`config.mk`:
```
export PLATFORM = sky130hd
export DESIGN_NAME = led_mode_fade_blink_controller
export DESIGN_NICKNAME = d
export VERILOG_FILES = /design/src/rtl/core/lmfb_pkg.sv /design/src/rtl/core/led_mode_fade_blink_controller.sv /design/src/rtl/core/lmfb_state_mem.sv /design/src/rtl/core/lmfb_update.sv /design/src/rtl/core/lmfb_out_buf.sv
export SDC_FILE = /design/constraint.sdc
export NUM_CORES = 2
export LEC_CHECK = 0
export BUFFER_PORTS_ARGS = -buffer_cell sky130_fd_sc_hd__buf_2
export CAP_MARGIN = 0
export CELL_PAD_IN_SITES_DETAIL_PLACEMENT = 1
export CELL_PAD_IN_SITES_GLOBAL_PLACEMENT = 1
export CORE_MARGIN = 2
export CORE_UTILIZATION = 40
export CTS_BUF_LIST = sky130_fd_sc_hd__clkbuf_4
export CTS_CLUSTER_DIAMETER = 80
export DETAILED_ROUTE_END_ITERATION = 8
export GPL_TIMING_DRIVEN = 0
export PLACE_DENSITY_LB_ADDON = 0.1
export SETUP_SLACK_MARGIN = 0.4
export SYNTH_ARGS = -nofsm -noshare
export SYNTH_HDL_FRONTEND = slang
export SYNTH_HIERARCHICAL = 1
export SYNTH_SLANG_ARGS = --single-unit
```
`constraint.sdc`:
```
create_clock -name i_clk -period 43.5 [get_ports i_clk]
set_input_delay 8.7 -clock i_clk [delete_from_list [all_inputs] [get_ports i_clk]]
set_output_delay 8.7 -clock i_clk [all_outputs]
set_load 0.02 [all_outputs]
```
`src/rtl/core/lmfb_pkg.sv`:
```
// lmfb_pkg: shared types and constants of the LED mode / fade / blink controller.
// Used by the controller, state memory, update logic and checker; depends on nothing.
package lmfb_pkg;

    localparam int DUTY_W      = 17;
    localparam int HOLD_W      = 16;
    localparam int DIV_W       = 5;
    localparam int MODE_W      = 4;
    localparam int OUT_LEDS    = 4;
    localparam int IN_TDATA_W  = 8;
    localparam int OUT_TDATA_W = 88;
    localparam int CFG_ADDR_W  = 3;
    localparam int CFG_DATA_W  = 17;

    typedef enum logic [MODE_W-1:0] {
        MODE_OFF           = 4'd0,
        MODE_ON            = 4'd1,
        MODE_FAST_ON       = 4'd2,
        MODE_FAST_OFF      = 4'd3,
        MODE_DIM1          = 4'd4,
        MODE_DIM10         = 4'd5,
        MODE_DIM50         = 4'd6,
        MODE_DIM75         = 4'd7,
        MODE_FLASH         = 4'd8,
        MODE_FAST_FLASH    = 4'd9,
        MODE_FASTEST_FLASH = 4'd10,
        MODE_PULSE         = 4'd11
    } t_mode;

    typedef enum logic [CFG_ADDR_W-1:0] {
        CFG_PWM_PERIOD         = 3'd0,
        CFG_FLASH_HOLD         = 3'd1,
        CFG_FAST_FLASH_HOLD    = 3'd2,
        CFG_FASTEST_FLASH_HOLD = 3'd3,
        CFG_PULSE_HOLD         = 3'd4
    } t_cfg_idx;

    localparam logic OP_SET  = 1'b0;
    localparam logic OP_TICK = 1'b1;

    // register reset values
    localparam logic [DUTY_W-1:0] PERIOD_RST         = 17'd200;
    localparam logic [HOLD_W-1:0] FLASH_HOLD_RST     = 16'd100;
    localparam logic [HOLD_W-1:0] FAST_HOLD_RST      = 16'd50;
    localparam logic [HOLD_W-1:0] FASTEST_HOLD_RST   = 16'd20;
    localparam logic [HOLD_W-1:0] PULSE_HOLD_RST     = 16'd100;

    // ramp divider limits (ticks per step = limit + 1)
    localparam logic [DIV_W-1:0] LIM_ONOFF = 5'd10;
    localparam logic [DIV_W-1:0] LIM_DIM   = 5'd20;
    localparam logic [DIV_W-1:0] LIM_FLASH = 5'd20;
    localparam logic [DIV_W-1:0] LIM_FAST  = 5'd5;
    localparam logic [DIV_W-1:0] LIM_PULSE = 5'd2;

    // x/10 = (x*RECIP10)>>20 and x/100 = (x*RECIP100)>>24, exact for 17-bit x
    localparam logic [16:0] RECIP10   = 17'd104858;
    localparam int          RECIP10_SH = 20;
    localparam logic [17:0] RECIP100  = 18'd167773;
    localparam int          RECIP100_SH = 24;

    typedef struct packed {
        t_mode                mode;
        logic [DUTY_W-1:0]    tgt;
        logic [HOLD_W-1:0]    hold;
        logic [DIV_W-1:0]     div;
        logic [DUTY_W-1:0]    duty;
    } t_led_state;

    typedef struct packed {
        logic [DUTY_W-1:0] full;
        logic [DUTY_W-1:0] pct1;
        logic [DUTY_W-1:0] pct10;
        logic [DUTY_W-1:0] pct50;
        logic [DUTY_W-1:0] pct75;
    } t_levels;

    typedef struct packed {
        logic [HOLD_W-1:0] flash;
        logic [HOLD_W-1:0] fast;
        logic [HOLD_W-1:0] fastest;
        logic [HOLD_W-1:0] pulse;
    } t_holds;

endpackage

```
`src/rtl/core/led_mode_fade_blink_controller.sv`:
```
// LED mode / fade / blink controller.
// Items come in on the slave stream; tuser is the opcode: set mode of one LED or tick all.
// A set-mode item names an LED and a mode; a tick advances every LED by one PWM update.
// Each item returns one result on the master stream: four compare values and four modes.
// Config registers (period, flash holds, pulse hold) go through i_cfg_we/addr/wdata;
// the user must write them only while no item is in flight; the block does not enforce it.
// Per-LED state sits in one memory read and written back once per LED an item touches:
// a set item needs one memory access, a tick needs LED_COUNT accesses, one per cycle
// while the buffer has room. Set items are taken one per cycle while it has room; a tick
// holds the sequencer until it has issued the access of every LED.
// Results wait in a two-entry buffer; when the receiver stalls, the sequencer holds
// the final memory access of the next item until the buffer has room, and input
// stops once that item is held.
// Reset (synchronous, active low) sets the defaults of every config register, marks all LED
// state as off/zero at once and empties the pipeline.
module led_mode_fade_blink_controller #(
    parameter int LED_COUNT = 4
) (
    input  logic        i_clk,
    input  logic        i_rst_n,
    input  logic        s_axis_tvalid,
    output logic        s_axis_tready,
    input  logic [7:0]  s_axis_tdata,   // [1:0] led_index, [5:2] new_mode, [7:6] zero
    input  logic        s_axis_tuser,   // [0] opcode
    output logic        m_axis_tvalid,
    input  logic        m_axis_tready,
    output logic [87:0] m_axis_tdata,   // duty_green, duty_orange, duty_red, duty_blue
                                        // (17 each), mode_green, mode_orange, mode_red,
                                        // mode_blue (4 each), [87:84] zero
    input  logic        i_cfg_we,
    input  logic [2:0]  i_cfg_addr,
    input  logic [16:0] i_cfg_wdata
);

    localparam int AW = (LED_COUNT > 1) ? $clog2(LED_COUNT) : 1;
    localparam int DW = lmfb_pkg::DUTY_W;
    localparam int MW = lmfb_pkg::MODE_W;

    // ---------------- configuration ----------------
    logic [DW-1:0]                r_period;
    logic [lmfb_pkg::HOLD_W-1:0]  r_hold_flash;
    logic [lmfb_pkg::HOLD_W-1:0]  r_hold_fast;
    logic [lmfb_pkg::HOLD_W-1:0]  r_hold_fastest;
    logic [lmfb_pkg::HOLD_W-1:0]  r_hold_pulse;
    logic [DW-1:0]                r_lvl1;
    logic [DW-1:0]                r_lvl10;
    logic [33:0]                  w_p10;
    logic [34:0]                  w_p100;
    logic [18:0]                  w_p3;
    lmfb_pkg::t_levels            w_levels;
    lmfb_pkg::t_holds             w_holds;

    always_ff @(posedge i_clk) begin
        if (!i_rst_n) begin
            r_period       <= lmfb_pkg::PERIOD_RST;
            r_hold_flash   <= lmfb_pkg::FLASH_HOLD_RST;
            r_hold_fast    <= lmfb_pkg::FAST_HOLD_RST;
            r_hold_fastest <= lmfb_pkg::FASTEST_HOLD_RST;
            r_hold_pulse   <= lmfb_pkg::PULSE_HOLD_RST;
        end else if (i_cfg_we) begin
            case (i_cfg_addr)
                lmfb_pkg::CFG_PWM_PERIOD:         r_period       <= i_cfg_wdata;
                lmfb_pkg::CFG_FLASH_HOLD:         r_hold_flash   <= i_cfg_wdata[15:0];
                lmfb_pkg::CFG_FAST_FLASH_HOLD:    r_hold_fast    <= i_cfg_wdata[15:0];
                lmfb_pkg::CFG_FASTEST_FLASH_HOLD: r_hold_fastest <= i_cfg_wdata[15:0];
                lmfb_pkg::CFG_PULSE_HOLD:         r_hold_pulse   <= i_cfg_wdata[15:0];
                default: begin
                end
            endcase
        end
    end

    // 1% and 10% levels by reciprocal multiply, registered: ready in the cycle after the
    // period, which is before any item reaches the update stage
    assign w_p10  = 34'(r_period) * 34'(lmfb_pkg::RECIP10);
    assign w_p100 = 35'(r_period) * 35'(lmfb_pkg::RECIP100);
    assign w_p3   = 19'(r_period) + {1'b0, r_period, 1'b0};

    always_ff @(posedge i_clk) begin
        r_lvl10 <= DW'(w_p10 >> lmfb_pkg::RECIP10_SH);
        r_lvl1  <= DW'(w_p100 >> lmfb_pkg::RECIP100_SH);
    end

    assign w_levels.full  = r_period;
    assign w_levels.pct1  = r_lvl1;
    assign w_levels.pct10 = r_lvl10;
    assign w_levels.pct50 = {1'b0, r_period[DW-1:1]};
    assign w_levels.pct75 = w_p3[18:2];

    assign w_holds.flash   = r_hold_flash;
    assign w_holds.fast    = r_hold_fast;
    assign w_holds.fastest = r_hold_fastest;
    assign w_holds.pulse   = r_hold_pulse;

    // ---------------- sequencer (issue stage) ----------------
    logic          r_s_valid;
    logic          r_s_op;
    logic [1:0]    r_s_idx;
    logic [3:0]    r_s_mode;
    logic [AW-1:0] r_s_cnt;
    logic          w_s_last;
    logic          w_s_inrange;
    logic          w_s_go;
    logic          w_s_done;
    logic          w_accept;
    logic          w_credit_ok;
    logic [2:0]    w_ob_est;
    logic [1:0]    w_ob_cnt;
    logic          w_pop;
    logic          w_push;
    logic          w_rd_en;
    logic [AW-1:0] w_rd_addr;

    assign w_s_inrange = (32'(r_s_idx) < LED_COUNT);
    assign w_s_last    = (r_s_op == lmfb_pkg::OP_SET) || (r_s_cnt == AW'(LED_COUNT - 1));
    assign w_pop       = m_axis_tvalid && m_axis_tready;
    // buffer level after this cycle; the item issued now is pushed in the next cycle
    assign w_ob_est    = 3'(w_ob_cnt) + 3'(w_push) - 3'(w_pop);
    assign w_credit_ok = (w_ob_est <= 3'd1);
    assign w_s_go      = r_s_valid && (!w_s_last || w_credit_ok);
    assign w_s_done    = w_s_go && w_s_last;
    assign s_axis_tready = !r_s_valid || w_s_done;
    assign w_accept    = s_axis_tvalid && s_axis_tready;

    assign w_rd_en   = w_s_go && ((r_s_op == lmfb_pkg::OP_TICK) || w_s_inrange);
    assign w_rd_addr = (r_s_op == lmfb_pkg::OP_TICK) ? r_s_cnt : AW'(r_s_idx);

    always_ff @(posedge i_clk) begin
        if (!i_rst_n) begin
            r_s_valid <= 1'b0;
            r_s_cnt   <= '0;
        end else if (w_accept) begin
            r_s_valid <= 1'b1;
            r_s_cnt   <= '0;
        end else if (w_s_done) begin
            r_s_valid <= 1'b0;
        end else if (w_s_go) begin
            r_s_cnt <= r_s_cnt + AW'(1);
        end
    end

    always_ff @(posedge i_clk) begin
        if (w_accept) begin
            r_s_op   <= s_axis_tuser;
            r_s_idx  <= s_axis_tdata[1:0];
            r_s_mode <= s_axis_tdata[5:2];
        end
    end

    // ---------------- update / write-back stage ----------------
    logic                 r_w_valid;
    logic                 r_w_wen;
    logic                 r_w_last;
    logic                 r_w_op;
    logic [3:0]           r_w_mode;
    logic [AW-1:0]        r_w_addr;
    logic                 w_wr_en;
    lmfb_pkg::t_led_state w_cur;
    lmfb_pkg::t_led_state w_nxt;

    always_ff @(posedge i_clk) begin
        if (!i_rst_n) begin
            r_w_valid <= 1'b0;
            r_w_wen   <= 1'b0;
            r_w_last  <= 1'b0;
        end else begin
            r_w_valid <= w_s_go;
            r_w_wen   <= w_rd_en;
            r_w_last  <= w_s_done;
        end
    end

    always_ff @(posedge i_clk) begin
        if (w_s_go) begin
            r_w_op   <= r_s_op;
            r_w_mode <= r_s_mode;
            r_w_addr <= w_rd_addr;
        end
    end

    assign w_wr_en = r_w_valid && r_w_wen;
    assign w_push  = r_w_valid && r_w_last;

    lmfb_state_mem #(
        .DEPTH (LED_COUNT),
        .AW    (AW)
    ) u_mem (
        .i_clk     (i_clk),
        .i_rst_n   (i_rst_n),
        .i_rd_en   (w_rd_en),
        .i_rd_addr (w_rd_addr),
        .o_rd_data (w_cur),
        .i_wr_en   (w_wr_en),
        .i_wr_addr (r_w_addr),
        .i_wr_data (w_nxt)
    );

    lmfb_update u_upd (
        .i_cur      (w_cur),
        .i_op       (r_w_op),
        .i_new_mode (r_w_mode),
        .i_levels   (w_levels),
        .i_holds    (w_holds),
        .o_nxt      (w_nxt)
    );

    // ---------------- result view ----------------
    logic [DW-1:0] r_duty [LED_COUNT];
    logic [MW-1:0] r_mode [LED_COUNT];
    logic [DW-1:0] n_duty [LED_COUNT];
    logic [MW-1:0] n_mode [LED_COUNT];
    logic [DW-1:0] w_out_duty [lmfb_pkg::OUT_LEDS];
    logic [MW-1:0] w_out_mode [lmfb_pkg::OUT_LEDS];
    logic [lmfb_pkg::OUT_TDATA_W-1:0] w_res;

    always_comb begin
        n_duty = r_duty;
        n_mode = r_mode;
        if (w_wr_en) begin
            n_duty[r_w_addr] = w_nxt.duty;
            n_mode[r_w_addr] = w_nxt.mode;
        end
    end

    always_ff @(posedge i_clk) begin
        if (!i_rst_n) begin
            for (int k = 0; k < LED_COUNT; k++) begin
                r_duty[k] <= '0;
                r_mode[k] <= lmfb_pkg::MODE_OFF;
            end
        end else begin
            r_duty <= n_duty;
            r_mode <= n_mode;
        end
    end

    for (genvar gk = 0; gk < lmfb_pkg::OUT_LEDS; gk++) begin : g_out
        if (gk < LED_COUNT) begin : g_led
            assign w_out_duty[gk] = n_duty[gk];
            assign w_out_mode[gk] = n_mode[gk];
        end else begin : g_none
            assign w_out_duty[gk] = '0;
            assign w_out_mode[gk] = '0;
        end
    end

    assign w_res = {4'b0000,
                    w_out_mode[3], w_out_mode[2], w_out_mode[1], w_out_mode[0],
                    w_out_duty[3], w_out_duty[2], w_out_duty[1], w_out_duty[0]};

    lmfb_out_buf #(
        .DW (lmfb_pkg::OUT_TDATA_W)
    ) u_obuf (
        .i_clk   (i_clk),
        .i_rst_n (i_rst_n),
        .i_push  (w_push),
        .i_data  (w_res),
        .i_ready (m_axis_tready),
        .o_valid (m_axis_tvalid),
        .o_data  (m_axis_tdata),
        .o_cnt   (w_ob_cnt)
    );

endmodule

```
`src/rtl/core/lmfb_state_mem.sv`:
```
// lmfb_state_mem: per-LED state memory, one read and one write port, registered read.
// Valid bits stand in for the reset value; a write to the entry being read is forwarded.
// Depends on lmfb_pkg.
module lmfb_state_mem #(
    parameter int DEPTH = 4,
    parameter int AW    = 2
) (
    input  logic                  i_clk,
    input  logic                  i_rst_n,
    input  logic                  i_rd_en,
    input  logic [AW-1:0]         i_rd_addr,
    output lmfb_pkg::t_led_state  o_rd_data,
    input  logic                  i_wr_en,
    input  logic [AW-1:0]         i_wr_addr,
    input  lmfb_pkg::t_led_state  i_wr_data
);

    lmfb_pkg::t_led_state r_mem [DEPTH];
    lmfb_pkg::t_led_state r_rd_raw;
    lmfb_pkg::t_led_state r_fwd_data;
    logic [DEPTH-1:0]     r_vld;
    logic                 r_use_fwd;
    logic                 r_use_zero;

    always_ff @(posedge i_clk) begin
        if (i_wr_en) begin
            r_mem[i_wr_addr] <= i_wr_data;
        end
        if (i_rd_en) begin
            r_rd_raw   <= r_mem[i_rd_addr];
            r_fwd_data <= i_wr_data;
        end
    end

    always_ff @(posedge i_clk) begin
        if (!i_rst_n) begin
            r_vld      <= '0;
            r_use_fwd  <= 1'b0;
            r_use_zero <= 1'b1;
        end else begin
            if (i_wr_en) begin
                r_vld[i_wr_addr] <= 1'b1;
            end
            if (i_rd_en) begin
                // memory still returns the old word when written in the same cycle
                r_use_fwd  <= i_wr_en && (i_wr_addr == i_rd_addr);
                r_use_zero <= !r_vld[i_rd_addr];
            end
        end
    end

    assign o_rd_data = r_use_fwd  ? r_fwd_data :
                       r_use_zero ? lmfb_pkg::t_led_state'('0) : r_rd_raw;

endmodule

```
`src/rtl/core/lmfb_update.sv`:
```
// lmfb_update: next state of one LED for a set-mode or a tick item.
// Pure combinational; depends on lmfb_pkg.
module lmfb_update (
    input  lmfb_pkg::t_led_state  i_cur,
    input  logic                  i_op,
    input  logic [3:0]            i_new_mode,
    input  lmfb_pkg::t_levels     i_levels,
    input  lmfb_pkg::t_holds      i_holds,
    output lmfb_pkg::t_led_state  o_nxt
);

    function automatic lmfb_pkg::t_led_state step_to(lmfb_pkg::t_led_state s,
                                                     logic [lmfb_pkg::DIV_W-1:0] lim);
        lmfb_pkg::t_led_state r;
        r = s;
        if (s.duty != s.tgt) begin
            if (s.div >= lim) begin
                r.duty = (s.duty > s.tgt) ? s.duty - 17'd1 : s.duty + 17'd1;
                r.div  = '0;
            end else begin
                r.div = s.div + 5'd1;
            end
        end
        return r;
    endfunction

    // hold, then ramp to the target, then flip the target and reload the hold
    function automatic lmfb_pkg::t_led_state flash_to(lmfb_pkg::t_led_state s,
                                                      logic [lmfb_pkg::DIV_W-1:0] lim,
                                                      logic [lmfb_pkg::HOLD_W-1:0] hold,
                                                      logic [lmfb_pkg::DUTY_W-1:0] full);
        lmfb_pkg::t_led_state r;
        r = s;
        if (s.hold != '0) begin
            r.hold = s.hold - 16'd1;
        end else if (s.duty != s.tgt) begin
            r = step_to(s, lim);
        end else begin
            r.tgt  = (s.tgt != '0) ? '0 : full;
            r.hold = hold;
        end
        return r;
    endfunction

    lmfb_pkg::t_mode w_mode;

    assign w_mode = (i_new_mode > 4'(lmfb_pkg::MODE_PULSE)) ? lmfb_pkg::MODE_OFF
                                                             : lmfb_pkg::t_mode'(i_new_mode);

    always_comb begin
        o_nxt = i_cur;
        if (i_op == lmfb_pkg::OP_SET) begin
            // same mode again is a no-op, except pulse which restarts
            if (!(i_cur.mode == w_mode && w_mode != lmfb_pkg::MODE_PULSE)) begin
                case (w_mode)
                    lmfb_pkg::MODE_DIM1:  o_nxt.tgt = i_levels.pct1;
                    lmfb_pkg::MODE_DIM10: o_nxt.tgt = i_levels.pct10;
                    lmfb_pkg::MODE_DIM50: o_nxt.tgt = i_levels.pct50;
                    lmfb_pkg::MODE_DIM75: o_nxt.tgt = i_levels.pct75;
                    lmfb_pkg::MODE_ON,
                    lmfb_pkg::MODE_FAST_ON: o_nxt.tgt = i_levels.full;
                    lmfb_pkg::MODE_FLASH,
                    lmfb_pkg::MODE_FAST_FLASH,
                    lmfb_pkg::MODE_FASTEST_FLASH: begin
                        o_nxt.hold = '0;
                        o_nxt.div  = '0;
                    end
                    lmfb_pkg::MODE_PULSE: begin
                        o_nxt.hold = i_holds.pulse;
                        o_nxt.div  = '0;
                        o_nxt.tgt  = i_levels.full;
                    end
                    default: o_nxt.tgt = '0;
                endcase
                o_nxt.mode = w_mode;
            end
        end else begin
            case (i_cur.mode)
                lmfb_pkg::MODE_FASTEST_FLASH:
                    o_nxt = flash_to(i_cur, lmfb_pkg::LIM_FAST, i_holds.fastest, i_levels.full);
                lmfb_pkg::MODE_FAST_FLASH:
                    o_nxt = flash_to(i_cur, lmfb_pkg::LIM_FAST, i_holds.fast, i_levels.full);
                lmfb_pkg::MODE_FLASH:
                    o_nxt = flash_to(i_cur, lmfb_pkg::LIM_FLASH, i_holds.flash, i_levels.full);
                lmfb_pkg::MODE_PULSE: begin
                    if (i_cur.duty != i_cur.tgt) begin
                        o_nxt = step_to(i_cur, lmfb_pkg::LIM_PULSE);
                    end else if (i_cur.hold == '0) begin
                        // hold over: fade out to zero, and drop to off once that is done
                        o_nxt.tgt = '0;
                        if (i_cur.tgt == '0) begin
                            o_nxt.mode = lmfb_pkg::MODE_OFF;
                        end
                    end else begin
                        o_nxt.hold = i_cur.hold - 16'd1;
                    end
                end
                lmfb_pkg::MODE_DIM1,
                lmfb_pkg::MODE_DIM10,
                lmfb_pkg::MODE_DIM50,
                lmfb_pkg::MODE_DIM75: o_nxt = step_to(i_cur, lmfb_pkg::LIM_DIM);
                lmfb_pkg::MODE_ON,
                lmfb_pkg::MODE_OFF: o_nxt = step_to(i_cur, lmfb_pkg::LIM_ONOFF);
                lmfb_pkg::MODE_FAST_ON,
                lmfb_pkg::MODE_FAST_OFF: o_nxt.duty = i_cur.tgt;
                default: o_nxt = i_cur;
            endcase
        end
    end

endmodule

```
`src/rtl/core/lmfb_out_buf.sv`:
```
// lmfb_out_buf: two-entry result buffer (head register plus skid) on the master side.
// Depends on nothing beyond its parameter.
module lmfb_out_buf #(
    parameter int DW = 88
) (
    input  logic          i_clk,
    input  logic          i_rst_n,
    input  logic          i_push,
    input  logic [DW-1:0] i_data,
    input  logic          i_ready,
    output logic          o_valid,
    output logic [DW-1:0] o_data,
    output logic [1:0]    o_cnt
);

    logic [1:0]    r_cnt;
    logic [1:0]    n_cnt;
    logic [DW-1:0] r_d0;
    logic [DW-1:0] r_d1;
    logic          w_pop;

    assign w_pop = (r_cnt != 2'd0) && i_ready;

    always_comb begin
        n_cnt = r_cnt;
        if (i_push && !w_pop) begin
            n_cnt = r_cnt + 2'd1;
        end else if (!i_push && w_pop) begin
            n_cnt = r_cnt - 2'd1;
        end
    end

    always_ff @(posedge i_clk) begin
        if (!i_rst_n) begin
            r_cnt <= 2'd0;
        end else begin
            r_cnt <= n_cnt;
        end
    end

    always_ff @(posedge i_clk) begin
        case (r_cnt)
            2'd0: begin
                if (i_push) begin
                    r_d0 <= i_data;
                end
            end
            2'd1: begin
                if (i_push && w_pop) begin
                    r_d0 <= i_data;
                end else if (i_push) begin
                    r_d1 <= i_data;
                end
            end
            default: begin
                if (w_pop) begin
                    r_d0 <= r_d1;
                    if (i_push) begin
                        r_d1 <= i_data;
                    end
                end
            end
        endcase
    end

    assign o_valid = (r_cnt != 2'd0);
    assign o_data  = r_d0;
    assign o_cnt   = r_cnt;

endmodule

```
==> impl_summary.md <==
Status
The run finished with clean final reports.

Global routing
The initial antenna violation count is 2. The total global-route track usage is 23.7%. The via count of the first global-routing pass is 31200.

Entering global routing, the biggest net connects 63 pins. The first global-routing pass estimated 193 mm of wire. After global routing the overflow that remains totals 0.

Pwr
In this run the static leakage power is 0.0201 uW. In this run the power density over the cells is 48.5 mW/mm^2. IR analysis of the VDD net gives a maximum drop of 0.0501 mV.

Setup path
The delay of the slowest cell on the worst path is 0.38 ns. The startpoint-to-endpoint class of the critical path is primary input to primary output. The maximum fanout encountered on the critical timing path is 3. Counting both buffers and inverters, the worst setup path holds a total of 3. The worst setup path is captured at a primary output. The worst register-to-register path has a depth of 23. The type of origin of the critical path is a primary input. Grouping stages by cell kind, the critical path spends the most delay in adder cells.

The path length in cells of the critical path is 10. The cell type of the slowest stage on the worst timing path is sky130_fd_sc_hd__fa_1. Data arrives at the worst endpoint at 10.58 ns.

The signal on the critical path passes through buf_2 -> and2_1 -> ha_1 -> inv_1 -> ha_1 -> fa_1 -> xnor2_1 -> nor3_1 -> nand2b_1 -> buf_2. The required time of the critical path is 34.80 ns.

Finish
Leaving out fill and tap cells, the most frequent cells in the layout are sky130_fd_sc_hd__edfxtp_1 (544), sky130_fd_sc_hd__inv_1 (381), sky130_fd_sc_hd__ha_1 (316). The area of the multi-input gates is 0.0200 mm^2. The post-synthesis to final-layout area growth is 13.2%.

At the end of the flow, the number of nets in the layout was 4314. The number of fill cells in the layout is 11100. The ratio of cells with drive above 1 in the final layout is 20.9%. Summing all flip-flop and latch instances after layout gives 0.0204 mm^2. Leaving out fill and tap cells, the most frequent cell in the layout is sky130_fd_sc_hd__edfxtp_1.

At the end of the flow the core is filled with cells to 45.6%.

Timing
The worst pin sits at a relative slew slack of 9.35%. Setup violations remaining at the end of the flow were counted as 0. Setup repair after global routing left no endpoint under its margin. The total negative setup slack is 0 ns.

The count of endpoints failing hold in the final timing report is 0. The fraction of the cycle the final worst path needs is 44.3%. The final-report max-slew violation count was 0.

The post-route clock skew is 0.0937 ns. The time the final worst path needs with I/O delays and setup is 19.28 ns. For the pin with the worst max-slew slack, the measured transition is 1.36 ns. Derived from the worst setup path, the maximum achievable clock frequency is 51.9 MHz.

Clock network
The clock passes through at most 3 buffers. The clock slew seen by the registers of the worst setup and hold paths is 0.06 ns. Buffers inserted during clock tree synthesis total 196. After clock tree synthesis, the setup repair step added 0 buffers. The total number of clock tree sinks is 747.

Once the clock tree was built, the resizer swapped 0 gates to a different size. For this design, the CTS-stage hold fixing added 0 buffers. TritonCTS built the clock tree. Clock latency on the worst-skew pair, taken at its later pin, is 1.16 ns. The root buffer cell chosen for the clock tree is sky130_fd_sc_hd__clkbuf_4. In this run the number of H-tree levels came out at 4.

Route
The detail route stage leaves a number of antenna-violating nets equal to 0. In the final routed layout, each cell accounts on average for 23.8 um. The post-detailed-route DRC marker count is 0. The pre-antenna-repair detailed-routing pass consisted of 5 iterations. The routed layout has 28500 vias.

The mean number of vias per cell is 5.36. Wires add up to 126 mm. The count of routing violations after the opening detailed-route iteration is 1477.

Yosys
The adder and majority cell fraction of the synthesized area is 19.1%. The number of enable flip-flop cells after synthesis is 544. A synthesized cell averages 12.5 um^2.

After synthesis, the largest family of logic cells by area is adder cells. Counting flops and latches in the post-synthesis netlist gives 747. The synthesized netlist devotes 7.76% of its cell area to simple gates. The instance count of the mapped netlist is 3382. The number of distinct library cells after synthesis is 111.

After Yosys synthesis, XOR and XNOR cells account for 1.47% of the synthesized area. The number of warnings printed during yosys synthesis is 6. The async set-or-reset flop fraction in the synthesized netlist is 0%. The synthesized netlist devotes 10.1% of its cell area to compound gates. Sequential cells were found to cover 48.1% of the synthesized design area. The total standard cell area after synthesis is 0.0424 mm^2.

For this run, the leading register cell type out of synthesis is sky130_fd_sc_hd__edfxtp_1. The multiplexer area fraction after synthesis is 8.41%.

Hold path
The cell depth of the worst hold path is 2. The min-delay analysis places its worst path in the category flip-flop to flip-flop.

Floorplan
The floorplan die height is 330 um. The full die area is 0.109 mm^2. The number of rows created at floorplan is 119. During I/O placement, the number of pins put on the boundary was 124. The floorplan step set the die width to 330 um. The initial core utilization is 40.3%. The area of the placeable core is 0.105 mm^2.

Placement
The routability congestion estimate from global placement is 0.894. The HPWL after detailed placement is 94.8 mm. The number of port buffers is 121.

Job
The number of max-cap violations is 0.
## report_power, final
group	internal [uW]	switching, uW	leakage (uW)
logic	256	493	0.0116
clock network	331	305	0.00157
registers	900	42.4	0.00689
## worst paths after layout
path | from | end | slack [ns]
setup / recovery | m_axis_tready | s_axis_tready | 24.22
hold / removal | r_hold_fastest[12] | r_hold_fastest[12] | 0.46
hold reg to reg | r_hold_fastest[12] | r_hold_fastest[12] | 0.46
setup reg to reg | u_mem/r_use_fwd | u_obuf/o_data[45] | 35.81
## sequential cells by signal (all words and copies together) (netlist names), 11 cells and up
register / flops
r_duty: 68
r_hold_fast: 16
r_hold_fastest: 16
r_hold_flash: 16
r_hold_pulse: 16
r_lvl1: 11
r_lvl10: 14
r_mode: 16
r_period: 17
u_mem/r_fwd_data: 59
u_mem/r_mem: 236
u_mem/r_rd_raw: 59
u_obuf/o_data: 88
u_obuf/r_d1: 88
## routing by layer
layer | vias up | wire length (um) | global-route usage, %
met2 | 619 | 61200 | 39.1
met1 | 14700 | 57900 | 32.2
met3 | 126 | 5240 | 3.95
li1 | 13000 | - | -
met5 | - | 0 | 0
met4 | 0 | 2170 | 6.38
## metrics by stage
step | instance area [um^2] | worst slack, ns | hold slack [ns] | cells | power, uW
after global placement | 44900 | 10.80 | 0.442 | 4911 | 1690
after floorplan | 42500 | 19.92 | 0.400 | 3399 | 1450
after CTS | 48000 | 24.19 | 0.457 | 5311 | 2360
after detailed placement | 45300 | 24.19 | 0.449 | 4948 | 1700
final | 48000 | 24.22 | 0.455 | 5324 | 2330
after global routing | 48000 | 24.11 | 0.480 | 5320 | 2470
## worst reg2reg max path, cell delays in order, from the launching register on
cell                        delay, ns
sky130_fd_sc_hd__dfxtp_1         0.30
sky130_fd_sc_hd__buf_2           0.22
sky130_fd_sc_hd__nor2_4          0.37
sky130_fd_sc_hd__buf_2           0.30
sky130_fd_sc_hd__buf_4           0.22
sky130_fd_sc_hd__a22o_1          0.36
sky130_fd_sc_hd__inv_1           0.21
sky130_fd_sc_hd__ha_1            0.37
sky130_fd_sc_hd__nand4_1         0.17
sky130_fd_sc_hd__nor2_1          0.40
sky130_fd_sc_hd__nand2_1         0.43
sky130_fd_sc_hd__o31ai_1         0.17
sky130_fd_sc_hd__o21ai_1         0.32
sky130_fd_sc_hd__buf_6           0.27
sky130_fd_sc_hd__ha_1            0.30
sky130_fd_sc_hd__a211oi_1        0.33
sky130_fd_sc_hd__o211ai_1        0.23
sky130_fd_sc_hd__a311oi_1        0.59
sky130_fd_sc_hd__xnor2_1         0.18
sky130_fd_sc_hd__a221oi_1        0.34
sky130_fd_sc_hd__nand3_1         0.13
sky130_fd_sc_hd__o2bb2ai_1       0.43
sky130_fd_sc_hd__mux2_2          0.48
sky130_fd_sc_hd__mux2_2          0.27
## Yosys cell counts (all sizes together) (19+ instances only)
master	count	share of area (%)
a21boi	70	1.2
a21o	35	0.63
a21oi	124	1.5
a22o	61	1.3
a22oi	43	0.76
a31oi	26	0.42
and2	95	1.4
and3	19	0.28
buf	52	0.89
clkbuf	85	0.78
dfxtp	203	9.6
edfxtp	544	38
fa	207	9.8
ha	316	9.3
inv	382	3.4
mux2	177	4.9
mux4	59	3.1
nand2	274	2.4
nand3	72	0.86
nor2	89	0.83
nor3	20	0.29
o21ai	99	1.2
xnor2	41	0.85
xor2	30	0.62
## cell families after synthesis
family                     after synthesis
DFF                                    747
and+or+nand+nor                        659
AOI/OAI and AO/OA                      608
adders and majority gates              524
buffers and inverters                  519
muxes                                  253
xor gates and xnor gates                71
other                                    1
## cell type report
class / count / area share [%]
diodes: 11 / 0.0573
plain buffers: 137 / 1.48
clock buffers: 299 / 4.67
clock inverters: 64 / 0.841
inverters: 382 / 2.99
multi-input cells: 2133 / 41.7
flip-flops and latches: 747 / 42.5
well taps: 1391 / 3.62
repair buffers: 160 / 2.20
No activity file was read; power rests on OpenSTA's default activity.
